===== src/hdl/cc20_pkg.sv =====
// ----------------------------------------------------------------------------
// cc20_pkg
// Shared types, constants, microcode table and quarter-round helper for the
// ChaCha20 stream XOR block.
// ----------------------------------------------------------------------------
`default_nettype none

package cc20_pkg;

    localparam int WORD_W          = 32;
    localparam int STATE_WORDS     = 16;
    localparam int POS_W           = 4;
    localparam int CNT_W           = 3;
    localparam int CFG_W           = 64;
    localparam int CFG_IDX_W       = 3;
    localparam int ROUND_COUNT_DEF = 20;

    // Register indexes of the configuration port
    localparam logic [CFG_IDX_W-1:0] REG_KEY0  = 3'd0;
    localparam logic [CFG_IDX_W-1:0] REG_KEY1  = 3'd1;
    localparam logic [CFG_IDX_W-1:0] REG_KEY2  = 3'd2;
    localparam logic [CFG_IDX_W-1:0] REG_KEY3  = 3'd3;
    localparam logic [CFG_IDX_W-1:0] REG_LONG  = 3'd4;
    localparam logic [CFG_IDX_W-1:0] REG_NONCE = 3'd5;
    localparam logic [CFG_IDX_W-1:0] REG_START = 3'd6;

    // "expand 32-byte k" / "expand 16-byte k"
    localparam logic [WORD_W-1:0] SIGMA_0    = 32'h6170_7865;
    localparam logic [WORD_W-1:0] SIGMA_1_32 = 32'h3320_646e;
    localparam logic [WORD_W-1:0] SIGMA_1_16 = 32'h3120_646e;
    localparam logic [WORD_W-1:0] SIGMA_2_32 = 32'h7962_2d32;
    localparam logic [WORD_W-1:0] SIGMA_2_16 = 32'h7962_2d36;
    localparam logic [WORD_W-1:0] SIGMA_3    = 32'h6b20_6574;

    localparam logic [CNT_W-1:0] FULL_COUNT = 3'd4;

    typedef logic [2:0] t_pc;

    typedef enum logic [2:0] {
        UOP_NOP,
        UOP_ACCEPT,
        UOP_LOAD,
        UOP_HALF_A,
        UOP_HALF_B,
        UOP_FINAL,
        UOP_EMIT
    } t_uop;

    typedef enum logic [2:0] {
        C_NEVER,
        C_ALWAYS,
        C_NO_ITEM,
        C_READY,
        C_MORE_ROUNDS,
        C_OUT_BUSY
    } t_cond;

    typedef struct packed {
        t_uop  op;
        t_cond cond;
        t_pc   target;
    } t_uword;

    // Sequencer -> datapath
    typedef struct packed {
        t_uop op;
        logic go;
        logic diag;
    } t_ctrl;

    // Datapath / ports -> sequencer
    typedef struct packed {
        logic in_valid;
        logic ready;
        logic out_busy;
    } t_status;

    typedef struct packed {
        logic [CFG_W-1:0] key0;
        logic [CFG_W-1:0] key1;
        logic [CFG_W-1:0] key2;
        logic [CFG_W-1:0] key3;
        logic             long_key;
        logic [CFG_W-1:0] nonce;
    } t_cfg;

    typedef struct packed {
        logic [WORD_W-1:0] a;
        logic [WORD_W-1:0] b;
        logic [WORD_W-1:0] c;
        logic [WORD_W-1:0] d;
    } t_quad;

    // Program steps
    localparam t_pc PC_WAIT   = 3'd0;
    localparam t_pc PC_CHECK  = 3'd1;
    localparam t_pc PC_LOAD   = 3'd2;
    localparam t_pc PC_HALF_A = 3'd3;
    localparam t_pc PC_HALF_B = 3'd4;
    localparam t_pc PC_FINAL  = 3'd5;
    localparam t_pc PC_EMIT   = 3'd6;
    localparam t_pc PC_LAST   = PC_EMIT;

    // Fall-through goes to pc+1, and from the last step back to PC_WAIT.
    function automatic t_uword ucode_rom(t_pc pc);
        t_uword w;
        w = '{op: UOP_NOP, cond: C_ALWAYS, target: PC_WAIT};
        unique case (pc)
            PC_WAIT:   w = '{op: UOP_ACCEPT, cond: C_NO_ITEM,     target: PC_WAIT};
            PC_CHECK:  w = '{op: UOP_NOP,    cond: C_READY,       target: PC_EMIT};
            PC_LOAD:   w = '{op: UOP_LOAD,   cond: C_NEVER,       target: PC_WAIT};
            PC_HALF_A: w = '{op: UOP_HALF_A, cond: C_NEVER,       target: PC_WAIT};
            PC_HALF_B: w = '{op: UOP_HALF_B, cond: C_MORE_ROUNDS, target: PC_HALF_A};
            PC_FINAL:  w = '{op: UOP_FINAL,  cond: C_NEVER,       target: PC_WAIT};
            PC_EMIT:   w = '{op: UOP_EMIT,   cond: C_OUT_BUSY,    target: PC_EMIT};
            default:   w = '{op: UOP_NOP,    cond: C_ALWAYS,      target: PC_WAIT};
        endcase
        return w;
    endfunction

    // First half of a quarter round (rotations 16, 12) or second (8, 7)
    function automatic t_quad qr_half(t_quad q, logic second);
        t_quad             r;
        logic [WORD_W-1:0] x;
        logic [WORD_W-1:0] y;
        r   = q;
        r.a = q.a + q.b;
        x   = q.d ^ r.a;
        r.d = second ? {x[23:0], x[31:24]} : {x[15:0], x[31:16]};
        r.c = q.c + r.d;
        y   = q.b ^ r.c;
        r.b = second ? {y[24:0], y[31:25]} : {y[19:0], y[31:20]};
        return r;
    endfunction

endpackage

`default_nettype wire


===== src/hdl/cc20_ucode.sv =====
// ----------------------------------------------------------------------------
// cc20_ucode
// Step counter, microcode table lookup, conditional jumps and round counter.
// ----------------------------------------------------------------------------
`default_nettype none

module cc20_ucode import cc20_pkg::*; #(
    parameter int ROUND_COUNT = ROUND_COUNT_DEF
) (
    input  wire logic    i_clk,
    input  wire logic    i_rst_n,
    input  wire t_status i_status,
    output t_ctrl        o_ctrl
);

    localparam int RW = $clog2(ROUND_COUNT + 1);

    t_pc           r_pc,    n_pc;
    logic [RW-1:0] r_round, n_round;
    t_uword        uw;
    logic          taken;
    logic          go;

    always_comb begin
        uw = ucode_rom(r_pc);

        unique case (uw.cond)
            C_NEVER:       taken = 1'b0;
            C_ALWAYS:      taken = 1'b1;
            C_NO_ITEM:     taken = !i_status.in_valid;
            C_READY:       taken = i_status.ready;
            C_MORE_ROUNDS: taken = (r_round + RW'(1)) != RW'(ROUND_COUNT);
            C_OUT_BUSY:    taken = i_status.out_busy;
            default:       taken = 1'b0;
        endcase

        unique case (uw.op)
            UOP_ACCEPT: go = i_status.in_valid;
            UOP_EMIT:   go = !i_status.out_busy;
            default:    go = 1'b1;
        endcase

        if (taken) begin
            n_pc = uw.target;
        end else if (r_pc == PC_LAST) begin
            n_pc = PC_WAIT;
        end else begin
            n_pc = r_pc + t_pc'(1);
        end

        n_round = r_round;
        if (uw.op == UOP_LOAD) begin
            n_round = '0;
        end else if (uw.op == UOP_HALF_B) begin
            n_round = r_round + RW'(1);
        end

        o_ctrl.op   = uw.op;
        o_ctrl.go   = go;
        o_ctrl.diag = r_round[0];
    end

    always_ff @(posedge i_clk) begin
        if (!i_rst_n) begin
            r_pc    <= PC_WAIT;
            r_round <= '0;
        end else begin
            r_pc    <= n_pc;
            r_round <= n_round;
        end
    end

endmodule

`default_nettype wire


===== config.mk =====
export PLATFORM = sky130hd
export DESIGN_NAME = cc20_ucode
export DESIGN_NICKNAME = d
export VERILOG_FILES = /design/src/hdl/cc20_pkg.sv /design/src/hdl/cc20_ucode.sv
export SDC_FILE = /design/constraint.sdc
export NUM_CORES = 1
export LEC_CHECK = 0
export BUFFER_PORTS_ARGS = -buffer_cell sky130_fd_sc_hd__buf_4
export CORE_AREA = 3 3 40 42
export DETAILED_ROUTE_END_ITERATION = 8
export DIE_AREA = 0 0 43 45
export GPL_TIMING_DRIVEN = 0
export PLACE_DENSITY = 0.74
export SLEW_MARGIN = 10
export SYNTH_ARGS = -nofsm -noshare
export SYNTH_HDL_FRONTEND = slang
export SYNTH_SLANG_ARGS = --single-unit

===== constraint.sdc =====
create_clock -name i_clk -period 1.9 [get_ports i_clk]
set_input_delay 0.475 -clock i_clk [delete_from_list [all_inputs] [get_ports i_clk]]
set_output_delay 0.475 -clock i_clk [all_outputs]
set_load 0.005 [all_outputs]

Yosys cells after proc, flatten, opt, wreduce, memory -nomap -nowiden
Index checks and enable logic that the tools add are counted.
- add/sub/neg operators: 2
- equal/unequal tests: 16
- multiplexer cells: 5
- bitwise logic cells: 1
- reductions and logical operators: 4
- operators by type and width (cell ; count):
    9-bit one-hot mux with 7 select lines ; 1
    3-bit equality test (second input constant) ; 7
    3-bit by 2-bit equality test with 1-bit output (second input constant) ; 5
    3-bit by 1-bit equality test with 1-bit output (second input constant) ; 3
    3-bit two-way mux ; 2
    5-bit by 1-bit adder with 5-bit output (second input constant) ; 1
    5-bit inequality test (second input constant) ; 1
    1-bit one-hot mux with 5 select lines ; 1
    3-bit by 1-bit adder with 3-bit output (second input constant) ; 1
    3-bit logical NOT ; 1
    1-bit logical NOT ; 2
    1-bit one-hot mux with 2 select lines ; 1
    2-bit OR reduction ; 1
    1-bit inverter ; 1
- bits in registers: 8
- input bits: 5
- output and inout bits: 5
- word-level logic and storage cells: 30

Logic depth before layout (Yosys ltp)
- word-level depth: 5
- mapped depth: 8
- gate-level depth less buffers: 7

Least setup slack after synthesis
OpenSTA, ideal clock, no wires.
- path kind: register -> output
- start: register r_pc[2]
- end: output o_ctrl[1] in the netlist's numbering
- data arrival time: 1335 ps
- data required time: 1425 ps
- path slack: 90 ps
- stages on the path, launching flop included: 6
- path buffers: 2
- path through: dfxtp_1 > buf_2 > inv_1 > ha_1 > or3_1 > buf_4
- word-level cells in the longest chain between the ends: 4
- elaborated cells between the ends (all ways): 11
- classes of those cells: eq/ne (8); mux (2); reduce/logical (1)
- ends and longest elaborated chain (element ; RTL line ; source):
    from (decl) ; cc20_ucode.sv:18 ; t_pc r_pc, n_pc;
    from (signal assigned) ; cc20_ucode.sv:68 ; r_pc <= n_pc;
    3-bit equality test, or another cell as far along ; cc20_pkg.sv:108 ; unique case (pc)
    9-bit one-hot mux with 7 select lines (*) ; cc20_pkg.sv:108 ;
    3-bit equality test or 3-bit by 1-bit equality test with 1-bit output (tied branches) ; cc20_ucode.sv:37 ; unique case (uw.op)
    1-bit one-hot mux with 2 select lines (*) ; cc20_ucode.sv:37 ;
    to (decl) ; cc20_ucode.sv:13 ; output t_ctrl o_ctrl
Every way passes the cells marked *; elsewhere a longest branch is shown, timed or not.

Final worst setup path
- start: register r_pc[0]
- end: output o_ctrl[1] in the netlist's numbering
The elaborated chain is that of the path after synthesis.

==> flow_summary.ini <==
[run_status]
outcome = finished clean

[route]
wl_met3_um = 60
finalWirelength_um = 1270
top_layer = met4
wl_met2_um = 679
via_per_inst = 5.38
first_iter_violations = 4
drcViolationCount = 0
wire_per_inst_um = 12.8
dr.pass1.iters = 4
final_antenna_net_count = 0
via_count = 533
wl_met1_um = 516

[clocking]
clk_path_buf_depth = 2
ctsHoldBuffers = 0
cts_root_buf = clkbuf_4
clk_pin_slew_ns = 0.05
cts-htree-levels = 1
insertion_delay_ns = 0.25
cts_sinks = 8
cts_tree = yes
cts_made_buffers = 3

[yosys]
yosysMostFrequentCell = nor2_1
synth_commonest_cells = nor2_1 (9), dfxtp_1 (8), nand2_1 (5)
syn_avg_cell_area_um2 = 8.74
ys_seq_elements = 8
synth_edf_count = 0
synthesis.area_um2 = 559
netlist_instances = 64
synth_seq_area_share = 0.286
synth.net_count = 72
ys_warn_count = 0
synth_ff_type = dfxtp_1
synth_top_area_frac = 0.286
yosysUniqueCellTypes = 33
yosys-top-cells-area = dfxtp_1 (29%), ha_1 (6.7%), xor2_1 (6.3%)
synth_top_cell_by_area = dfxtp_1
ys_async_sr_fraction = 0

[power]
ir_worst_vdd_uv = 399
pwr_density_cell_nw_per_um2 = 789
leakage_nw = 0.343
power.total_uw = 631

[placement]
hpwl_um = 790
port-buffer-count = 9
placed_area_um2 = 646
gp_congestion = 0.830

[global_route]
grt_pass1_vias = 530
antenna_found_initial = 0
overflow = 0
grt_max_degree = 10
grt_pass1_wl_um = 2270
track_usage = 0.159

[worst_setup_path]
worstPathArrival_ns = 1.41
r2r_setup_slack_ns = 0.20
reg2reg_depth = 9
crit_path_max_fanout = 2
crit_required_ns = 1.42
r2r_end = r_round[3]
start_kind = register
critPathKind = reg -> out
rr_startpoint = r_pc[0]
end_kind = output pin

[timing]
max_freq_ghz = 0.532
slew_violations = 0
setup_violations = 0
fin_skew_ns = 0.000726
finalCriticalPeriod_ns = 1.88
slew_headroom = 0.721
worst_pin_slew_ns = 0.409
rsz0062_at_grt = yes
finalHoldViolCount = 0
period_share = 0.990

[layout]
drive_above_1_share = 0.464
num_antenna_cells = 0
fin_nets = 94
area_growth_pct = 43.0
stdcell_area_um2 = 800

[die]
die_y_um = 45
core_um2 = 1280
die-area_um2 = 1940
initial_core_util = 0.435
dieWidth_um = 43
num_rows = 13
ioPinCount = 10

[worst_hold_path]
hold_path_end = r_pc[2]
worstHoldStart = i_rst_n
min_path_cells = 2
worstHoldPathType = in -> reg

[flow_run]
maxCapViolCount = 0
-- per-layer routing --
layer  vias to the layer above  GRT usage
met5                         -          0
met2                        12      0.284
met1                       247      0.165
met3                         4     0.0518
li1                        270          -
met4                         0     0.0843
-- timing repair --
item / CTS / global route
setup endpoints to repair: 3 / 3
pin swaps: 2 / 1
resized for setup: 14 / 7
buffers inserted: 8 / 2
-- stage by stage --
stage | setup WS, ns | util | setup TNS [ns] | instances | hold slack, ns
final | 0.0189 | 0.622 | 0 | 99 | 0.465
after CTS | 0.0129 | 0.597 | 0 | 98 | 0.460
after global routing | -0.0511 | 0.622 | -0.0598 | 99 | 0.455
after global placement | -0.153 | 0.502 | -0.153 | 88 | 0.511
after detailed placement | -0.150 | 0.502 | -0.150 | 88 | 0.508
after floorplan | 0.0901 | - | 0 | 64 | 0.479
-- logic make-up after synthesis --
logic type | after synthesis | share of synthesized area
compound gates | 15 | 0.224
xor+xnor | 5 | 0.0783
fa+ha+maj | 3 | 0.0671
buf+inv | 9 | 0.0917
flops | 8 | 0.286
mux | 1 | 0.0179
simple gates | 23 | 0.235
-- critical path, stage by stage (launching register included) --
cell	delay, ns
dfxtp_2	0.31
buf_6	0.11
nand2_4	0.07
inv_4	0.04
ha_4	0.15
or3_4	0.36
buf_6	0.12
-- area by class of cell --
cell class / instances / area, um^2
multi-input cells: 47 / 395
flip-flops and latches: 8 / 166
repair buffers: 19 / 146
fillers: 124 / 485
clock buffers: 3 / 22.5
plain buffers: 3 / 30.0
well taps: 15 / 18.8
inverters: 4 / 20.0
-- cell usage in the layout, fill, tap and decap left out, types with 2 or more instances in the layout --
master,netlist,routed
nor2_1,9,9
buf_6,1,3
o21ai_0,2,2
nand4_1,2,2
clkbuf_4,0,3
dfxtp_1,8,5
inv_1,4,2
ha_1,3,2
xor2_1,4,4
nand2_1,5,4
inv_4,0,2
dfxtp_2,0,2
buf_4,2,19
-- registers in the layout, indices dropped and copies added, names as in the netlist --
register,flops
r_pc,3
r_round,5
-- report_power, final --
group	internal (mW)	switching, mW	leakage, nW
Clock	0.0721	0.0547	0.0138
Combinational	0.168	0.129	0.263
Sequential	0.186	0.0210	0.0664
Total	0.426	0.205	0.343
-- worst max path at each step --
| stage | start | end | slack, ns | cells past startpoint |
|---|---|---|---|---|
| global placement | r_pc[2] | o_ctrl[1] | -0.15 | 6 |
| finish | r_pc[0] | o_ctrl[1] | 0.02 | 6 |
| global route | r_pc[0] | o_ctrl[1] | -0.05 | 6 |
| floorplan | r_pc[2] | o_ctrl[1] | 0.09 | 5 |
| detailed placement | r_pc[2] | o_ctrl[1] | -0.15 | 6 |
| CTS | r_pc[2] | o_ctrl[1] | 0.01 | 5 |
Power figures use the tool's default switching activity.
